===== src/pbd_pkg.sv =====
// pbd_pkg: shared widths, register codes and pipeline payload types
// for the point to box distance block; no dependencies
package pbd_pkg;

    localparam int COORD_WIDTH = 32;
    localparam int SUM_W       = 2 * COORD_WIDTH + 2;
    localparam int ROOT_W      = COORD_WIDTH + 1;
    localparam int REM_W       = ROOT_W + 2;
    localparam int N_CELLS     = ROOT_W;
    localparam int ADDR_W      = 5;
    localparam int IDX_W       = ADDR_W - 2;

    typedef logic signed [COORD_WIDTH-1:0] coord_t;
    typedef logic [COORD_WIDTH-1:0]        over_t;
    typedef logic [2*COORD_WIDTH-1:0]      sqr_t;

    typedef enum logic [IDX_W-1:0] {
        REG_MIN_X = 3'd0,
        REG_MAX_X = 3'd1,
        REG_MIN_Y = 3'd2,
        REG_MAX_Y = 3'd3,
        REG_MIN_Z = 3'd4,
        REG_MAX_Z = 3'd5
    } reg_idx_t;

    typedef struct packed {
        coord_t min_x;
        coord_t max_x;
        coord_t min_y;
        coord_t max_y;
        coord_t min_z;
        coord_t max_z;
    } box_t;

    // result fields that ride alongside the square root chain
    typedef struct packed {
        logic   in_box;
        coord_t clamp_x;
        coord_t clamp_y;
        coord_t clamp_z;
    } aux_t;

    // working state of the digit-by-digit square root
    typedef struct packed {
        logic [SUM_W-1:0]  rad;
        logic [REM_W-1:0]  rem;
        logic [ROOT_W-1:0] root;
    } sq_t;

endpackage


===== src/pbd_regs.sv =====
// pbd_regs: apb register file holding the six box bounds
// depends on pbd_pkg
module pbd_regs
    import pbd_pkg::*;
(
    input  logic                   clk,
    input  logic                   rst_n,
    input  logic                   psel,
    input  logic                   penable,
    input  logic                   pwrite,
    input  logic [ADDR_W-1:0]      paddr,
    input  logic [COORD_WIDTH-1:0] pwdata,
    output logic [COORD_WIDTH-1:0] prdata,
    output logic                   pready,
    output box_t                   box
);

    box_t     box_reg;
    box_t     box_next;
    reg_idx_t idx;
    logic     wr_en;

    assign pready = 1'b1;
    assign idx    = reg_idx_t'(paddr[ADDR_W-1:2]);
    assign wr_en  = psel && penable && pwrite;
    assign box    = box_reg;

    // write decode, indexes past the last register are dropped
    always_comb
    begin
        box_next = box_reg;
        if (wr_en)
        begin
            case (idx)
                REG_MIN_X: box_next.min_x = pwdata;
                REG_MAX_X: box_next.max_x = pwdata;
                REG_MIN_Y: box_next.min_y = pwdata;
                REG_MAX_Y: box_next.max_y = pwdata;
                REG_MIN_Z: box_next.min_z = pwdata;
                REG_MAX_Z: box_next.max_z = pwdata;
                default:   box_next = box_reg;
            endcase
        end
    end

    always_ff @(posedge clk or negedge rst_n)
    begin
        if (!rst_n)
            box_reg <= '0;
        else
            box_reg <= box_next;
    end

    // read mux
    always_comb
    begin
        case (idx)
            REG_MIN_X: prdata = box_reg.min_x;
            REG_MAX_X: prdata = box_reg.max_x;
            REG_MIN_Y: prdata = box_reg.min_y;
            REG_MAX_Y: prdata = box_reg.max_y;
            REG_MIN_Z: prdata = box_reg.min_z;
            REG_MAX_Z: prdata = box_reg.max_z;
            default:   prdata = '0;
        endcase
    end

endmodule


===== config.mk =====
export PLATFORM = sky130hd
export DESIGN_NAME = pbd_regs
export DESIGN_NICKNAME = d
export VERILOG_FILES = /design/src/pbd_pkg.sv /design/src/pbd_regs.sv
export SDC_FILE = /design/constraint.sdc
export NUM_CORES = 1
export LEC_CHECK = 0
export BUFFER_PORTS_ARGS = -buffer_cell sky130_fd_sc_hd__buf_4
export CORE_AREA = 3 3 146 148
export CTS_CLUSTER_DIAMETER = 60
export DETAILED_ROUTE_END_ITERATION = 10
export DIE_AREA = 0 0 149 151
export PLACE_DENSITY_LB_ADDON = 0.1
export SLEW_MARGIN = 20
export SYNTH_ARGS = -nofsm -noshare
export SYNTH_HDL_FRONTEND = slang
export SYNTH_SLANG_ARGS = --single-unit

===== constraint.sdc =====
create_clock -name clk -period 1.86 [get_ports clk]
set_clock_uncertainty 0.05 [all_clocks]
set_input_delay 0.279 -clock clk [delete_from_list [all_inputs] [get_ports clk]]
set_output_delay 0.279 -clock clk [all_outputs]
set_load 0.02 [all_outputs]

==> results of run 1 <==
## worst min path at each step
| stage | slack (ns) | depth (start not counted) | start | endpoint |
|---|---|---|---|---|
| global placement | 0.21 | 1 | rst_n | box[179]$_DFFE_PN0P_ |
| finish | 0.06 | 2 | pwdata[23] | box[55]$_DFFE_PN0P_ |
| CTS | 0.04 | 2 | pwdata[23] | box[55]$_DFFE_PN0P_ |
| detailed placement | 0.22 | 1 | rst_n | box[179]$_DFFE_PN0P_ |
| floorplan | -0.07 | 0 | rst_n | box[0]$_DFFE_PN0P_ |
| global route | 0.04 | 2 | pwdata[23] | box[55]$_DFFE_PN0P_ |
## Yosys cell counts, drive strengths merged, types with 2 or more instances
cell type	n
a32oi	7
mux2	246
nand2	32
nor3	2
a22oi	7
dfrtp	192
nor3b	6
a21oi	12
o21ai	16
a211o	6
nor2	4
nand2b	2
buf	40
a221oi	15
a2bb2oi	3
clkbuf	8
mux2i	12
a31oi	15
## logic make-up after synthesis
family                 count (synthesis)  synth area share
AOI/OAI and AO/OA                     82            0.0631
buffers and inverters                 49            0.0351
DFF                                  192             0.535
muxes                                259             0.337
other                                  1          0.000417
and+or+nand+nor                       51            0.0302
## layer usage
layer  routed length (µm)  track usage  share of wire  vias up
li1                     -            -              -     3042
met1                11600        0.308           0.42     3462
met2                13900        0.410           0.50      226
met3                 1830       0.0637          0.066       28
met4                  461       0.0764          0.017        0
met5                    0            0              0        -
## worst max-delay path: cells and delay by family (launching register included)
kind	cells	cell delay (ns)
DFF	1	0.39
muxes	1	0.45
AOI/OAI and AO/OA	1	0.22
buffers and inverters	1	0.14
## repair_timing
item,4_1_cts,5_1_grt
hold endpoints to repair,46,0
gates resized for setup,23,32
hold buffers,1,0
endpoints found under the setup margin,23,32
pin swaps,0,5
setup buffers,44,23
## power groups by stage
stage	Sequential, mW	Clock, mW	Combinational, mW
after detailed placement	5.76	0	4.61
after global placement	5.70	0	4.53
after CTS	5.64	3.86	5.02
after global routing	5.75	4.07	5.52
after floorplan	6.60	0	1.50
final	5.64	3.81	5.22
## through the flow
step	cells	TNS, ns
final	1265	-0.404
after global routing	1265	-1.86
after CTS	1242	-0.453
after detailed placement	1165	-0.0448
after global placement	1165	-0.0259
after floorplan	634	-0.0795
## layout make-up
cell class                 count  area, µm²
timing repair buffer         377       3080
tap                          270        338
clock inverter                14        175
inverter                       1       3.75
fill                        1531       7210
multi-input combinational    393       4120
clock buffer                  18        429
sequential                   192       4800
==> flow_summary.ini, run 1 <==
[power_and_ir_drop]
p_clk_frac = 0.260
combPwrFrac = 0.356
swShare = 0.332
switching_power_mw = 4.87
peakVddDrop_uv = 662
power_mw = 14.7
power.density_nw_per_um2 = 1130
p_leak_nw = 6.33
internal_power_mw = 9.81
p_seq_frac = 0.385

[logic_synthesis]
synth_area_um2 = 8990
synth_seq_cells = 192
synthFlopType = dfrtp_1
yosysWarnings = 0
synth-edff-count = 0
yosysTopAreaCell = dfrtp_1
syn_avg_cell_area_um2 = 14.2
yosysUniqueCellTypes = 33
netlist_instances = 634
synth.top_cell.area_share = 0.535
async_flop_share = 1.00
syn_nets = 676
ys_top_cells_by_area = dfrtp_1, mux2_2, mux2_4
synth_seq_area_share = 0.535

[critical_path]
r2r_setup_slack_ns = 0.78
arrival_ns = 1.63
reg2reg_depth = 3
path_cells = mux4_2 > a22o_1 > buf_6
required_ns = 1.53
startpoint_type = flop
crit_path_end = prdata[20]
endpoint_kind = output pin
timing.rr.start = box[4]$_DFFE_PN0P_
path_class = flop to output pin
r2r-end = box[4]$_DFFE_PN0P_
crit_fanout = 2
timing.critical_path.from = box[116]$_DFFE_PN0P_
critPathMaxStageDelay_ns = 0.45
cp_slowest_cell = mux4_2

[route]
wl_per_cell_um = 22.0
wirelength_um = 27900
drc = 0
drt_pass1_iterations = 4
vias_per_cell = 5.34
ant_nets = 0
drt_iter0_drc = 346
vias = 6758

[place]
dp_slack_ns = -0.0158
place.port_buffers = 263
gp_congestion = 0.813
dp_hpwl_um = 19000
postPlaceCellArea_um2 = 11600

[final_layout]
diodes = 0
nets = 1024
stdcell_area_um2 = 13000
flow.area_growth_from_synthesis_pct = 44.1
final_cell_mix = buf_4, dfrtp_1, mux2_2
fin_util = 0.642
layout-drive-gt1-share = 0.684
layout_commonest_cell = buf_4
largest_reg_flops = 192

[global_route]
track_usage = 0.243
grt_pass1_wl_um = 42000
grt-ovfl-total = 0
grt_max_degree = 54
grt_pass1_vias = 7202
antenna_found_initial = 0

[sta]
setup_viol = 11
max_freq_mhz = 510
rsz0062_at_grt = yes
fin_crit_sh = 1.05
post-route-min-period_ns = 1.96
final.setup.worst_slack_ns = -0.0992
slew_viol_final = 0
whs_ns = 0.0564
hold_viol = 0

[floorplan]
die_h_um = 151
core_region_area_um2 = 20200
row_count = 52
fp.dieW_um = 149
design.die.area_um2 = 22500
io-pin-count = 267
start_util = 0.446

[run_status]
outcome = finished, violations left
violations = negative setup slack

[clock_tree]
h-tree-depth = 4
cts.sinks = 192
cts_inserted_buffers = 17
cts-root-buf = clkbuf_16
clk_pin_slew_ns = 0.07
cts_tree = yes
clock_latency_ns = 0.42
clockBufferDepth = 2

[flow_run]
maxCapViolations = 0

[worst_hold_path]
hp-class = primary input to flop
No activity file was read; power rests on OpenSTA's default activity.
==> inputs of run 2 (changes only) <==
Settings changed: SETUP_SLACK_MARGIN set to 0.3.
==> flow_summary.ini, run 2 (synthesis results as in run 1) <==
[clock_tree]
cts-root-buf = clkbuf_16
clk_pin_slew_ns = 0.07
cts.sinks = 192
clock_latency_ns = 0.43
cts_inserted_buffers = 17
clockBufferDepth = 2
h-tree-depth = 4
cts_tree = yes

[floorplan]
io-pin-count = 267
die_h_um = 151
start_util = 0.446
core_region_area_um2 = 20200
fp.dieW_um = 149
row_count = 52
design.die.area_um2 = 22500

[place]
dp_hpwl_um = 19000
place.port_buffers = 263
gp_congestion = 0.845
place_inst = 1170

[critical_path]
crit_fanout = 2
required_ns = 1.53
critPathMaxStageDelay_ns = 0.47
arrival_ns = 1.64
endpoint_kind = output pin
critPathTopFamily = multiplexers
path_class = flop to output pin
cp_slowest_cell = mux4_2
timing.rr.start = box[175]$_DFFE_PN0P_
path_cells = mux4_2 > a22o_1 > buf_6
timing.critical_path.from = box[116]$_DFFE_PN0P_
worst-path-buf-inv = 1
startpoint_type = flop

[global_route]
antenna_found_initial = 0
grt_pass1_vias = 7290
grt-ovfl-total = 0
track_usage = 0.247
grt_pass1_wl_um = 42700
grt_max_degree = 49

[power_and_ir_drop]
combPwrFrac = 0.375
internal_power_mw = 10.3
swShare = 0.329
switching_power_mw = 5.08
power.density_nw_per_um2 = 1110
peakVddDrop_uv = 671
p_clk_frac = 0.258
p_leak_nw = 6.62
p_seq_frac = 0.368

[sta]
slew_viol_final = 0
fin_tns_setup_ns = -0.953
max_freq_mhz = 509
final.setup.worst_slack_ns = -0.106
rsz0062_at_grt = yes
fin_crit_sh = 1.06
setup_viol = 18
post-route-min-period_ns = 1.97
whs_ns = 0.0607
hold_viol = 0

[final_layout]
nets = 1047
largest_reg_flops = 192
flow.area_growth_from_synthesis_pct = 54.7
layout-drive-gt1-share = 0.732
finalNonFillerCells = 1287
final_cell_mix = buf_4, dfrtp_1, mux2_2
layout_commonest_cell = buf_4
diodes = 0

[worst_hold_path]
min_from = pwdata[11]
hp-class = primary input to flop

[route]
drt_pass1_iterations = 4
wl_met3_um = 2050
highest_layer = met4
vias = 6964
drt_iter0_drc = 314
wirelength_um = 28300
wl_met2_um = 14100
wl_per_cell_um = 22.0
vias_per_cell = 5.41
drt-met1-wl_um = 11700
ant_nets = 0
drc = 0

[run_status]
outcome = finished, violations left
violations = negative setup slack

[flow_run]
maxCapViolations = 0
run 2: cell types whose count changed in the layout (fill, tap and decap cells not counted), moves of 11 or more:
cell	before	now
a221oi_4	0	12
mux2_2	190	179
o21ai_2	2	13
a221oi_2	15	3
o21ai_1	13	0
buf_6	2	44
mux2_4	45	56
a31oi_4	0	15
a31oi_1	15	0
buf_4	354	333
run 2: area by class of cell:
cell class	count	area, µm²
tap	270	338
timing repair buffer	400	3440
clock inverter	11	179
clock buffer	20	457
multi-input combinational	393	4690
inverter	1	3.75
fill	1444	6260
sequential	192	4800
run 2: power by group through the flow:
| stage | clock network, mW | logic [mW] | registers (mW) |
|---|---|---|---|
| floorplan | 0 | 1.73 | 6.61 |
| global placement | 0 | 4.73 | 5.73 |
| detailed placement | 0 | 4.81 | 5.80 |
| CTS | 4.04 | 5.60 | 5.66 |
| global route | 4.21 | 6.08 | 5.77 |
| finish | 3.97 | 5.77 | 5.67 |
run 2: layer usage:
metal / track usage / vias to the layer above
li1: - / 3106
met1: 0.314 / 3569
met2: 0.410 / 243
met3: 0.0745 / 46
met4: 0.0746 / 0
met5: 0 / -
run 2: repair_timing:
action                     4_1_cts  5_1_grt
gates resized for setup         87       19
pin swaps                       29       14
setup buffers                   65       20
cloned                           0        0
hold endpoints to repair        37        0
setup endpoints to repair       32       32
hold buffers                     1        0
run 2: worst register-to-register path: cells and delay by family, from the launching register on:
family | cells | cell delay [ns]
buffers and inverters | 2 | 0.27
flip-flops | 1 | 0.41
multiplexers | 1 | 0.25
run 2: path summary, 6_finish.rpt:
check	to	slack, ns	cells past startpoint
hold / removal	box[75]$_DFFE_PN0P_	0.06	2
hold reg to reg	box[67]$_DFFE_PN0P_	0.47	1
setup reg to reg	box[175]$_DFFE_PN0P_	0.77	3
setup / recovery	prdata[20]	-0.11	3
max in group asynchronous	box[112]$_DFFE_PN0P_	0.84	3
min in group asynchronous	box[117]$_DFFE_PN0P_	0.30	2
run 2: stage by stage:
stage	worst slack, ns	power [mW]	utilization	cell area, µm²
2_1_floorplan	0.289	8.35	-	9510
3_3_place_gp	-0.00107	10.5	0.599	12100
3_5_place_dp	-0.00433	10.6	0.599	12100
4_1_cts	-0.126	15.3	0.678	13700
5_1_grt	-0.149	16.1	0.690	13900
6_report	-0.106	15.4	0.690	13900
==> inputs of run 3 (changes only) <==
Settings changed: CORE_AREA 3 3 146 148 to 2 2 145 147, DIE_AREA 0 0 149 151 to 0 0 147 149, SETUP_SLACK_MARGIN 0.3 to 0.4.
==> flow_summary.ini, run 3 (synthesis results as in run 1) <==
[final_layout]
regArea_um2 = 4800
flow.area_growth_from_synthesis_pct = 60.2
layout_commonest_cell = buf_4
final_cell_mix = buf_4, dfrtp_1, mux2_2
largest_reg_flops = 192
fill_cells = 1459
layout-drive-gt1-share = 0.740
diodes = 0
multi_input_area_um2 = 4920
nets = 1049
fin_util = 0.700

[clock_tree]
cts_tree = yes
clock_latency_ns = 0.43
clockBufferDepth = 2
cts.sinks = 192
h-tree-depth = 4
clk_pin_slew_ns = 0.07
cts-root-buf = clkbuf_16
cts_inserted_buffers = 17

[critical_path]
endpoint_kind = output pin
required_ns = 1.53
arrival_ns = 1.63
startpoint_type = flop
reg2reg_depth = 4
crit_fanout = 3
path_class = flop to output pin

[worst_hold_path]
hp-class = primary input to flop
whs_path_depth = 2

[sta]
post-route-min-period_ns = 1.96
relSlewSlack = 0.560
rsz0062_at_grt = yes
max_freq_mhz = 511
hold_viol = 0
setup_viol = 16
whs_ns = 0.0625
slew_viol_final = 0
tightest_slew_ns = 0.660
fin_crit_sh = 1.05
final.setup.worst_slack_ns = -0.0964

[route]
wl_per_cell_um = 21.6
wirelength_um = 27900
vias = 6938
drc = 0
vias_per_cell = 5.36
drt_pass1_iterations = 4
drt_iter0_drc = 198
ant_nets = 0

[global_route]
grt_max_degree = 55
antenna_found_initial = 0
grt-ovfl-total = 0
grt_pass1_wl_um = 42400
grt_pass1_vias = 7275
track_usage = 0.252

[floorplan]
start_util = 0.437
core_region_area_um2 = 20600
die_h_um = 149
design.die.area_um2 = 21900
row_count = 53
fp.dieW_um = 147
io-pin-count = 267

[power_and_ir_drop]
p_leak_nw = 6.76
power.density_nw_per_um2 = 1080
peakVddDrop_uv = 646

[place]
place.port_buffers = 263
gp_congestion = 0.840
dp_hpwl_um = 18700

[run_status]
outcome = finished, violations left
violations = negative setup slack

[flow_run]
maxCapViolations = 0
-- run 3: cell types whose count changed in the layout (fill, tap and decap cells not counted), moves of 5 or more --
cell     before  now
a21oi_2       5    0
buf_4       333  260
mux2_2      179  166
buf_6        44  120
o21ai_2      13    7
a21oi_4       1    6
mux2_4       56   69
a32oi_1       5    0
a32oi_2       2    7
o21ai_4       3    9
-- run 3: area by class of cell --
type | count | share of cell area
Multi-Input combinational cell | 393 | 0.342
Sequential cell | 192 | 0.334
Timing Repair Buffer | 402 | 0.259
Clock buffer | 20 | 0.0303
Tap cell | 275 | 0.0239
Clock inverter | 12 | 0.0110
Inverter | 1 | 0.000522
-- run 3: path summary, 6_finish.rpt --
| check | endpoint | slack [ns] | startpoint |
|---|---|---|---|
| max | prdata[6] | -0.1 | box[166]$_DFFE_PN0P_ |
| min | box[60]$_DFFE_PN0P_ | 0.06 | pwdata[28] |
| max reg2reg | box[54]$_DFFE_PN0P_ | 0.67 | box[54]$_DFFE_PN0P_ |
| min reg2reg | box[75]$_DFFE_PN0P_ | 0.49 | box[75]$_DFFE_PN0P_ |
| max in group asynchronous | box[25]$_DFFE_PN0P_ | 0.81 | rst_n |
| min in group asynchronous | box[168]$_DFFE_PN0P_ | 0.32 | rst_n |
-- run 3: timing repair --
action,in CTS,in global routing
setup endpoints to repair,32,76
buffers inserted,62,25
hold endpoints to repair,48,0
resized for setup,102,89
hold buffers,1,0
pin swaps,28,23
-- run 3: critical path: stages (launching register included) --
cell	delay, ns
dfrtp_1	0.41
mux2_4	0.29
a221oi_4	0.28
a31oi_4	0.05
buf_6	0.17
-- run 3: per-layer routing --
layer  share of wire  wire length [µm]  global-route usage  up-vias
met2            0.51             14100               0.422      212
met3           0.048              1330              0.0434       34
met1            0.43             12000               0.336     3587
met5               0                 0                   0        -
li1                -                 -                   -     3105
met4           0.017               482              0.0822        0
-- run 3: metrics by stage --
step | setup TNS [ns] | instance area [µm²] | cells | power, mW | setup WS [ns]
6_report | -1.03 | 14400 | 1295 | 15.6 | -0.0964
5_1_grt | -2.17 | 14400 | 1295 | 16.2 | -0.161
4_1_cts | -1.52 | 13800 | 1270 | 15.2 | -0.128
3_5_place_dp | -0.0130 | 12200 | 1175 | 10.7 | -0.0130
3_3_place_gp | -0.00219 | 12200 | 1175 | 10.5 | -0.00219
2_1_floorplan | 0 | 9710 | 634 | 8.44 | 0.291
-- run 3: where the power goes --
part | internal (mW) | leakage [nW] | total (mW) | switching (mW)
sequential | 4.99 | 2.45 | 5.70 | 0.707
combinational | 3.29 | 4.02 | 6.14 | 2.85
clock | 2.13 | 0.285 | 3.76 | 1.63
total | 10.4 | 6.76 | 15.6 | 5.19
