$ cat src/pbd_pkg.sv
// pbd_pkg: shared widths, register codes and pipeline payload types
// for the point to box distance block; no dependencies
package pbd_pkg;

    localparam int COORD_WIDTH = 32;
    localparam int SUM_W       = 2 * COORD_WIDTH + 2;
    localparam int ROOT_W      = COORD_WIDTH + 1;
    localparam int REM_W       = ROOT_W + 2;
    localparam int N_CELLS     = ROOT_W;
    localparam int ADDR_W      = 5;
    localparam int IDX_W       = ADDR_W - 2;

    typedef logic signed [COORD_WIDTH-1:0] coord_t;
    typedef logic [COORD_WIDTH-1:0]        over_t;
    typedef logic [2*COORD_WIDTH-1:0]      sqr_t;

    typedef enum logic [IDX_W-1:0] {
        REG_MIN_X = 3'd0,
        REG_MAX_X = 3'd1,
        REG_MIN_Y = 3'd2,
        REG_MAX_Y = 3'd3,
        REG_MIN_Z = 3'd4,
        REG_MAX_Z = 3'd5
    } reg_idx_t;

    typedef struct packed {
        coord_t min_x;
        coord_t max_x;
        coord_t min_y;
        coord_t max_y;
        coord_t min_z;
        coord_t max_z;
    } box_t;

    // result fields that ride alongside the square root chain
    typedef struct packed {
        logic   in_box;
        coord_t clamp_x;
        coord_t clamp_y;
        coord_t clamp_z;
    } aux_t;

    // working state of the digit-by-digit square root
    typedef struct packed {
        logic [SUM_W-1:0]  rad;
        logic [REM_W-1:0]  rem;
        logic [ROOT_W-1:0] root;
    } sq_t;

endpackage

$ cat src/pbd_sqrt_cell.sv
// pbd_sqrt_cell: one result bit of the restoring square root, with a
// pipeline register; depends on pbd_pkg
module pbd_sqrt_cell
    import pbd_pkg::*;
(
    input  logic clk,
    input  logic rst_n,
    input  logic in_valid,
    output logic in_ready,
    input  sq_t  in_sq,
    input  aux_t in_aux,
    output logic out_valid,
    input  logic out_ready,
    output sq_t  out_sq,
    output aux_t out_aux
);

    logic              valid_reg;
    sq_t               sq_reg;
    aux_t              aux_reg;
    sq_t               sq_next;
    logic [REM_W+1:0]  acc;
    logic [REM_W+1:0]  trial;
    logic [REM_W+1:0]  diff;
    logic              take;

    assign in_ready = !valid_reg || out_ready;

    // bring down the next two radicand bits and try the next root bit
    always_comb
    begin
        acc   = {in_sq.rem, in_sq.rad[SUM_W-1:SUM_W-2]};
        trial = {2'b00, in_sq.root, 2'b01};
        take  = acc >= trial;
        diff  = acc - trial;
        sq_next.rad  = {in_sq.rad[SUM_W-3:0], 2'b00};
        sq_next.rem  = take ? diff[REM_W-1:0] : acc[REM_W-1:0];
        sq_next.root = {in_sq.root[ROOT_W-2:0], take};
    end

    always_ff @(posedge clk or negedge rst_n)
    begin
        if (!rst_n)
            valid_reg <= 1'b0;
        else if (in_ready)
            valid_reg <= in_valid;
    end

    always_ff @(posedge clk)
    begin
        if (in_ready && in_valid)
        begin
            sq_reg  <= sq_next;
            aux_reg <= in_aux;
        end
    end

    assign out_valid = valid_reg;
    assign out_sq    = sq_reg;
    assign out_aux   = aux_reg;

endmodule
$ cat config.mk
export PLATFORM = sky130hd
export DESIGN_NAME = pbd_sqrt_cell
export DESIGN_NICKNAME = d
export VERILOG_FILES = /design/src/pbd_pkg.sv /design/src/pbd_sqrt_cell.sv
export SDC_FILE = /design/constraint.sdc
export NUM_CORES = 1
export LEC_CHECK = 0
export BUFFER_PORTS_ARGS = -buffer_cell sky130_fd_sc_hd__buf_4
export CORE_AREA = 8 8 175 177
export DETAILED_ROUTE_END_ITERATION = 10
export DIE_AREA = 0 0 183 185
export SLEW_MARGIN = 25
export SYNTH_ARGS = -nofsm -noshare
export SYNTH_HDL_FRONTEND = slang
export SYNTH_SLANG_ARGS = --single-unit
$ cat constraint.sdc
create_clock -name clk -period 16.95 [get_ports clk]
set_input_delay 1.695 -clock clk [delete_from_list [all_inputs] [get_ports clk]]
set_output_delay 1.695 -clock clk [all_outputs]
set_load 0.02 [all_outputs]
==> results of run 1 <==
==> state kept, by name, indices dropped and copies added (netlist names) <==
register   count
out_sq       132
out_aux       97
out_valid      1
==> power groups by stage <==
stage                     clock network (W)  registers (W)  logic (W)
after CTS                          0.000533       0.000686   0.000290
final                              0.000515       0.000686   0.000287
after global routing               0.000552       0.000689   0.000305
after floorplan                           0       0.000750   0.000112
after detailed placement                  0       0.000698   0.000289
after global placement                    0       0.000697   0.000287
==> placed cells by master, fill, tap and decap left out, drive strengths merged, types with 8 or more instances in the layout <==
master	count
nand4	8
edfxtp	229
mux2	31
inv	43
a21oi	30
nor2	22
xnor2	19
a21o	26
ha	35
buf	468
nand3	9
nand2	25
o21ai	13
clkinv	13
xor2	14
clkbuf	25
==> layout make-up <==
type	count	area (µm²)	area share, %
sequential	230	6902	48.52
timing repair buffer	468	3517	24.73
multi-input combinational	301	2401	16.88
clock buffer	25	625.6	4.398
tap	384	480.5	3.378
inverter	41	153.9	1.082
clock inverter	20	142.6	1.003
antenna	1	2.502	0.01759
==> cells by family after synthesis <==
family / count (synthesis) / share of synthesized area, %
XOR/XNOR: 33 / 3.016
other: 1 / 0.03913
AND/OR/NAND/NOR: 90 / 4.622
buffers and inverters: 59 / 2.990
multiplexers: 34 / 4.935
AO/OA/AOI/OAI: 107 / 7.808
flip-flops: 230 / 72.02
adder cells (fa/ha/maj): 35 / 4.570
==> worst min-delay path, stage by stage, from the launching register on <==
cell and delay [ns]:
dfrtp_1 0.35, nand2b_1 0.10, nand2b_1 0.09
==> through the flow <==
step                cell area [µm²]   power, W  util, %
floorplan                      9587  0.0008613        -
finish                        14220   0.001488    50.65
global placement              13450  0.0009837    47.90
global route                  14220   0.001546    50.65
CTS                           14220   0.001509    50.63
detailed placement            13450  0.0009866    47.90
==> final timing paths <==
| kind | startpoint | endpoint | slack, ns |
|---|---|---|---|
| worst min-delay path | out_valid | out_valid | 0.57 |
| max in group asynchronous | rst_n | out_valid | 15.92 |
| worst min register to register | out_valid | out_valid | 0.57 |
| worst max register to register | out_valid | out_sq[51] | 14.26 |
| worst max-delay path | in_sq[3] | out_sq[36] | 12.17 |
| min in group asynchronous | rst_n | out_valid | 0.94 |
==> layer usage <==
metal | wire (µm) | up-vias | GRT usage [%]
met3 | 3325 | 52 | 6.807
li1 | - | 3204 | -
met1 | 12620 | 3306 | 21.22
met4 | 903 | 6 | 5.953
met2 | 17590 | 297 | 33.51
met5 | 40 | - | 0
==> flow_metrics.py, run 1 <==
metrics = {
    "status": {
        "outcome": "finished, final reports clean",
    },
    "clock_network": {
        "cts_hold_repair.buffers": 0,
        "htreeDepth": 1,
        "clk_pin_slew_worst_paths_ns": 0.06,
        "root_buffer": "clkbuf_16",
        "cts_buffers": 25,
        "cts_setup_buffers": 0,
        "clk_latency_ns": 0.51,
        "clkSinkCount": 230,
        "cts_tree": "done",
        "cts_resized": 0,
        "cts.path.max_buffers": 3,
    },
    "yosys": {
        "synthArstFlopShare_pct": 0.4348,
        "yosys_warnings": 0,
        "yosysUniqueCellTypes": 58,
        "synthFlopType": "edfxtp_1",
        "synth_cells": 589,
        "syn_area_um2": 9583,
        "synthTopCellsByCount": "edfxtp_1, inv_1, ha_1, a21oi_1, a21o_1",
        "ys_seq_area_share_pct": 72.02,
        "synth_edf_count": 229,
        "synth-seq-cells": 230,
        "synth.avg_cell_area_um2": 16.27,
        "synthMostInstantiatedCell": "edfxtp_1",
        "synth_top_area_share_pct": 71.76,
        "synth_top_cell_by_area": "edfxtp_1",
        "synth.area.top_cells": "edfxtp_1, ha_1, mux2_4",
    },
    "routing": {
        "drc": 0,
        "drtIter0Drc": 358,
        "wirelength_um": 34480,
        "ant_nets": 0,
        "vias": 6865,
        "drtPass1Iterations": 4,
        "viasPerCell": 4.670,
        "wl_per_cell_um": 23.46,
    },
    "sta": {
        "worst-slew-pin-transition_ns": 1.023,
        "timing.fmax_ghz": 0.2093,
        "rsz0062_at_grt": "no",
        "slew_violations": 0,
        "relSlewSlack_pct": 31.77,
        "setup_viol": 0,
        "fin_ws_ns": 12.17,
        "tns_ns": 0,
        "fin_crit_sh_pct": 28.19,
        "hold_viol": 0,
        "hold-worst-slack_ns": 0.5715,
        "timing.final.crit_period_ns": 4.779,
        "clock_skew_ns": 0.006921,
    },
    "critical_path": {
        "cp_cell_sequence": "buf_4 > inv_1 > ha_1 > o21a_1 > o211ai_2 > a311oi_1 > nor4_2 > a2111oi_2 > o21a_2 > o211a_2 > buf_4 > mux2_2",
        "critical-path-slowest-cell": "a2111oi_2",
        "cp_common_cell": "buf_4",
        "worstSetupPathDepth": 12,
        "worstPathArrival_ns": 5.05,
        "required_ns": 17.22,
        "worstSetupPathType": "input port to register",
        "ff2ff_path_depth": 3,
        "start_kind": "input port",
        "critPathMaxFanout": 25,
        "crit_path_max_incr_delay_ns": 0.49,
        "crit_family": "compound AO/OA/AOI/OAI gates",
        "path_buf_inv": 3,
        "cp-end-kind": "register",
    },
    "power": {
        "powerDensity_nw_per_um2": 104.6,
        "p_comb_share_pct": 19.3,
        "power.share.clock_pct": 34.6,
        "peakVddDrop_uv": 68.39,
        "swShare_pct": 26.38,
        "p_int_w": 0.001095,
        "p_seq_share_pct": 46.1,
        "p_switching_w": 0.0003925,
        "leakage_nw": 6.190,
    },
    "global_routing": {
        "antenna_found_initial": 5,
        "grt_pass1_vias": 6968,
        "grt_max_degree": 87,
        "grt_pass1_wl_um": 47390,
        "grt.total_usage_pct": 19.00,
        "grt-ovfl-total": 0,
    },
    "run": {
        "max_cap_violations": 0,
    },
    "layout": {
        "final_cells": 1470,
        "area.growth.synth_to_final_pct": 48.44,
        "fillCellCount": 2512,
        "layout-drive-gt1-share_pct": 50.78,
        "fin_nets": 1337,
    },
    "floorplanning": {
        "dieArea_um2": 33860,
        "dieWidth_um": 183,
        "fp-row-count": 62,
        "die_h_um": 185,
        "initial_core_util_pct": 34.12,
        "core_um2": 28080,
        "num_io_pins": 468,
    },
    "placement": {
        "dp_hpwl_um": 27540,
        "place_inst": 1424,
        "io_buffers": 465,
        "gp_congestion": 0.8763,
        "pre_cts_ws_ns": 11.57,
    },
    "min_path": {
        "hold_depth": 2,
        "hp-class": "register to register",
    },
}
(Power assumes the default switching activity.)
==> run 2, diff against run 1 <==
PLACE_DENSITY = 0.65   (was default)
clock period = 4.1 ns   (was 16.95 ns; I/O delays follow)
==> flow_metrics.py, run 2 (synthesis gave the netlist of run 1 again) <==
metrics = {
    "global_routing": {
        "grt_max_degree": 128,
        "grt_pass1_wl_um": 48600,
        "grt_pass1_vias": 7106,
        "grt.total_usage_pct": 19.28,
        "grt-ovfl-total": 0,
        "antenna_found_initial": 2,
    },
    "critical_path": {
        "critPathLaunch": "in_sq[4]",
        "crit_family": "compound AO/OA/AOI/OAI gates",
        "worstSetupPathType": "input port to register",
        "path_buf_inv": 3,
        "crit_path_max_incr_delay_ns": 0.41,
        "required_ns": 4.36,
        "r2r-start": "out_valid",
        "cp_common_cell": "buf_4",
        "cp-end-kind": "register",
        "worstPathArrival_ns": 3.17,
        "critical-path-slowest-cell": "a2111oi_2",
        "critPathMaxFanout": 19,
        "cp_cell_sequence": "buf_4 > inv_1 > ha_1 > o21a_1 > o211ai_2 > a311oi_1 > nor4_2 > a2111oi_2 > o21a_2 > o211a_2 > buf_4 > mux2_2",
        "start_kind": "input port",
    },
    "floorplanning": {
        "dieArea_um2": 33860,
        "num_io_pins": 468,
        "initial_core_util_pct": 34.12,
        "core_um2": 28080,
        "die_h_um": 185,
        "dieWidth_um": 183,
        "fp-row-count": 62,
    },
    "min_path": {
        "hp-class": "input port to register",
        "worstHoldStart": "in_sq[115]",
    },
    "run": {
        "max_cap_violations": 0,
    },
    "sta": {
        "relSlewSlack_pct": 46.14,
        "rsz0062_at_grt": "no",
        "fin_crit_sh_pct": 70.92,
        "fin_ws_ns": 1.192,
        "hold_viol": 0,
        "tns_ns": 0,
        "setup_viol": 0,
        "timing.final.crit_period_ns": 2.908,
        "timing.fmax_ghz": 0.3439,
        "clock_skew_ns": 0.01248,
        "hold-worst-slack_ns": 0.06283,
        "worst-slew-pin-transition_ns": 0.8010,
        "slew_violations": 0,
    },
    "routing": {
        "drc": 0,
        "drtIter0Drc": 389,
        "vias": 6906,
        "wirelength_um": 34320,
        "viasPerCell": 4.701,
        "ant_nets": 0,
        "drtPass1Iterations": 5,
        "wl_per_cell_um": 23.36,
    },
    "clock_network": {
        "htreeDepth": 1,
        "cts_buffers": 26,
        "clk_latency_ns": 0.52,
        "cts_setup_buffers": 0,
        "cts.path.max_buffers": 3,
        "clkSinkCount": 230,
        "cts_tree": "done",
        "clk_pin_slew_worst_paths_ns": 0.06,
        "root_buffer": "clkbuf_16",
    },
    "power": {
        "peakVddDrop_uv": 371.3,
        "p_switching_w": 0.001562,
        "powerDensity_nw_per_um2": 437.0,
        "p_comb_share_pct": 19.1,
        "p_seq_share_pct": 45.3,
        "p_int_w": 0.004686,
        "leakage_nw": 6.232,
        "power.share.clock_pct": 35.6,
        "swShare_pct": 25.00,
    },
    "placement": {
        "pre_cts_ws_ns": 0.6417,
        "gp_congestion": 0.9214,
        "dp_hpwl_um": 27830,
        "io_buffers": 465,
    },
    "layout": {
        "fin_nets": 1340,
        "layout-drive-gt1-share_pct": 50.41,
        "largest_reg_flops": 132,
        "layout_common_cells": "buf_4, edfxtp_1, inv_1",
        "final_common_cell": "buf_4",
        "diodes": 0,
        "area.growth.synth_to_final_pct": 49.22,
    },
    "status": {
        "outcome": "finished, final reports clean",
    },
}
-- run 2: cell types whose count changed in the layout (fill, tap and decap cells not counted), sizes merged --
cell	delta
dlygate4sd3	+1
clkbuf	+10
buf	+1
clkinvlp	-4
bufinv	+1
diode	-1
clkinv	-7
inv	-2
-- run 2: area by class of cell --
class	count	area, µm²
Clock buffer	35	715.7
Clock inverter	8	91.34
Fill cell	2512	13780
Inverter	41	153.9
Multi-Input combinational cell	301	2401
Sequential cell	230	6902
Tap cell	384	480.5
Timing Repair Buffer	470	3556
-- run 2: final timing paths --
path,endpoint,cells past startpoint,slack (ns)
setup / recovery,out_sq[36],12,1.19
hold / removal,out_sq[117],1,0.06
setup reg to reg,out_aux[53],3,1.97
hold reg to reg,out_valid,2,0.58
max in group asynchronous,out_valid,2,3.80
min in group asynchronous,out_valid,2,0.22
-- run 2: repair_timing --
action | 4_1_cts | 5_1_grt
gates resized for setup | 0 | 0
hold buffers | 1 | 0
endpoints found under the setup margin | 0 | 0
hold endpoints to repair | 1 | 0
-- run 2: per-stage QoR --
stage               utilization, %  total power, W  cell area, µm²  std cells
floorplan                        -        0.003545            9588        590
global placement             48.01        0.004067           13480       1425
detailed placement           48.01        0.004083           13480       1425
CTS                          50.92        0.006327           14300       1469
global route                 50.92        0.006500           14300       1469
finish                       50.92        0.006248           14300       1469
-- run 2: power by group through the flow --
stage	combinational (W)	sequential [W]	clock [W]
after floorplan	0.000462	0.00308	0
after global placement	0.00119	0.00288	0
after detailed placement	0.00120	0.00288	0
after CTS	0.00121	0.00283	0.00229
after global routing	0.00128	0.00285	0.00238
final	0.00119	0.00283	0.00223
-- run 2: routing by layer --
metal	up-vias	part of all wire, %	wire, µm	track usage, %
li1	3200	-	-	-
met1	3367	37	12800	21.93
met2	291	51	17670	34.36
met3	44	9.2	3168	6.846
met4	4	1.9	641	4.294
met5	-	0.099	34	0
==> run 3, diff against run 2 <==
ABC_AREA = 1   (was default)
CORE_AREA = 8 8 174 176   (was 8 8 175 177)
DIE_AREA = 0 0 182 184   (was 0 0 183 185)
PLACE_DENSITY = 0.69   (was 0.65)
clock period = 2.6 ns   (was 4.1 ns; I/O delays follow)
==> flow_metrics.py, run 3 <==
metrics = {
    "power": {
        "swShare_pct": 26.78,
        "total_power_w": 0.01010,
        "powerDensity_nw_per_um2": 591.8,
        "leakage_nw": 7.837,
        "p_int_w": 0.007395,
        "power.share.clock_pct": 34.3,
        "p_comb_share_pct": 21.5,
        "peakVddDrop_uv": 466.6,
        "p_seq_share_pct": 44.2,
        "p_switching_w": 0.002704,
    },
    "yosys": {
        "synth-seq-cells": 230,
        "syn_area_um2": 10310,
        "synthMostInstantiatedCell": "nand2_1",
        "ys_seq_area_share_pct": 66.93,
        "synth_cells": 905,
        "yosys_warnings": 0,
        "yosysUniqueCellTypes": 36,
        "synth.avg_cell_area_um2": 11.39,
        "synth_edf_count": 229,
        "synthArstFlopShare_pct": 0.4348,
        "synthTopCellsByCount": "nand2_1, edfxtp_1, inv_1, nand3_1, nor2_1",
        "synth_top_cell_by_area": "edfxtp_1",
        "synth_top_area_share_pct": 66.68,
        "synthFlopType": "edfxtp_1",
        "synth.area.top_cells": "edfxtp_1, nand2_1, inv_1",
    },
    "sta": {
        "clock_skew_ns": 0.008632,
        "tns_ns": 0,
        "setup_viol": 0,
        "timing.final.crit_period_ns": 2.425,
        "slew_violations": 0,
        "fin_crit_sh_pct": 93.26,
        "rsz0062_at_grt": "no",
        "timing.fmax_ghz": 0.4124,
        "hold_viol": 0,
    },
    "critical_path": {
        "worstSetupPathType": "input port to register",
        "required_ns": 2.87,
        "start_kind": "input port",
        "cp-end-kind": "register",
        "critPathMaxFanout": 5,
        "worstPathArrival_ns": 2.69,
    },
    "floorplanning": {
        "dieArea_um2": 33490,
        "num_io_pins": 468,
        "dieWidth_um": 182,
        "die_h_um": 184,
        "fp-row-count": 61,
        "initial_core_util_pct": 37.53,
        "core_um2": 27480,
    },
    "placement": {
        "gp_congestion": 0.9473,
        "io_buffers": 465,
        "dp_hpwl_um": 32950,
    },
    "layout": {
        "fin_nets": 1865,
        "layout-drive-gt1-share_pct": 34.72,
        "final_common_cell": "buf_4",
        "area.growth.synth_to_final_pct": 65.49,
        "layout_common_cells": "buf_4, nand2_1, edfxtp_1",
        "largest_reg_flops": 132,
        "fillCellCount": 2168,
    },
    "global_routing": {
        "grt-ovfl-total": 0,
        "grt_pass1_vias": 9609,
        "antenna_found_initial": 11,
        "grt.total_usage_pct": 24.64,
        "grt_max_degree": 65,
        "grt_pass1_wl_um": 61910,
    },
    "clock_network": {
        "cts_buffers": 26,
        "root_buffer": "clkbuf_16",
        "clkSinkCount": 230,
        "clk_pin_slew_worst_paths_ns": 0.06,
        "cts_tree": "done",
        "htreeDepth": 1,
        "cts_setup_buffers": 0,
        "clk_latency_ns": 0.51,
        "cts.path.max_buffers": 3,
    },
    "routing": {
        "wirelength_um": 43290,
        "drc": 0,
        "ant_nets": 0,
        "drtIter0Drc": 585,
        "wl_per_cell_um": 22.04,
        "vias": 9355,
        "viasPerCell": 4.763,
        "drtPass1Iterations": 5,
    },
    "run": {
        "max_cap_violations": 0,
    },
    "status": {
        "outcome": "finished, final reports clean",
    },
    "min_path": {
        "hp-class": "input port to register",
    },
}
run 3: cell types whose count changed in the layout (fill, tap and decap cells not counted), moves of 25 or more:
cell / change
inv_1: +88
mux2_4: -25
a21o_1: -25
nand3_1: +58
dlygate4sd3_1: +194
nand2_1: +223
nor2_1: +33
run 3: cell families after synthesis:
kind of cell / synth area share [%]
AND/OR/NAND/NOR: 19.29
flip-flops: 66.93
buffers and inverters: 5.714
AO/OA/AOI/OAI: 2.342
adder cells (fa/ha/maj): 4.247
XOR/XNOR: 1.444
other: 0.03636
run 3: worst paths after layout:
kind / from / to / slack (ns) / cells past startpoint
worst max-delay path: in_sq[15] / out_sq[67] / 0.18 / 14
worst min-delay path: in_sq[48] / out_sq[50] / 0.05 / 3
worst max register to register: out_valid / out_aux[11] / 0.99 / 2
worst min register to register: out_valid / out_valid / 0.61 / 2
max in group asynchronous: rst_n / out_valid / 2.43 / 2
min in group asynchronous: rst_n / out_valid / 0.08 / 2
run 3: repair_timing:
action	in CTS	in global routing
hold buffers	195	0
gates resized for setup	0	2
endpoints found under the hold margin	195	0
endpoints found under the setup margin	0	5
run 3: layout make-up:
class,instances,area (µm²),share of cell area [%]
diodes,5,12.51,0.07331
clock buffers,38,737.0,4.318
multi-input cells,535,2848,16.69
clock inverters,8,62.56,0.3666
repair buffers,672,5583,32.71
inverters,130,488.0,2.859
flip-flops and latches,230,6903,40.45
well taps,346,432.9,2.537
run 3: power by group through the flow:
stage	Combinational, W	Clock [W]	Sequential [W]
finish	0.00218	0.00346	0.00446
global route	0.00233	0.00368	0.00448
floorplan	0.000677	0	0.00484
global placement	0.00188	0	0.00452
CTS	0.00217	0.00354	0.00445
detailed placement	0.00190	0	0.00453
run 3: metal layers:
layer | up-vias | track usage [%] | part of all wire [%]
met2 | 387 | 43.04 | 50
li1 | 4420 | - | -
met1 | 4459 | 28.67 | 39
met4 | 10 | 9.708 | 4.2
met3 | 79 | 6.344 | 6.7
met5 | - | 0 | 0.16
run 3: worst max-delay path: stages:
cell and delay (ns):
dlygate4sd3_1 0.60, buf_4 0.15, inv_1 0.04, ha_1 0.37, nand2_1 0.17, inv_1 0.07
nand2_1 0.20, inv_1 0.07, a21oi_1 0.19, nand3_1 0.21, nand2_1 0.14, nand3_1 0.07
nand3_1 0.09, nand2_1 0.05
run 3: metrics by stage:
step / cell area [µm²] / hold WS [ns] / utilization [%] / std cells / worst slack, ns
2_1_floorplan: 10330 / -0.03559 / - / 906 / -2.079
3_3_place_gp: 14290 / 0.03582 / 52.01 / 1718 / 0.2095
3_5_place_dp: 14290 / 0.03832 / 52.01 / 1718 / 0.2294
4_1_cts: 17040 / 0.02197 / 62.03 / 1959 / 0.1901
5_1_grt: 17060 / 0.03059 / 62.09 / 1962 / 0.07364
6_report: 17070 / 0.04888 / 62.11 / 1964 / 0.1751
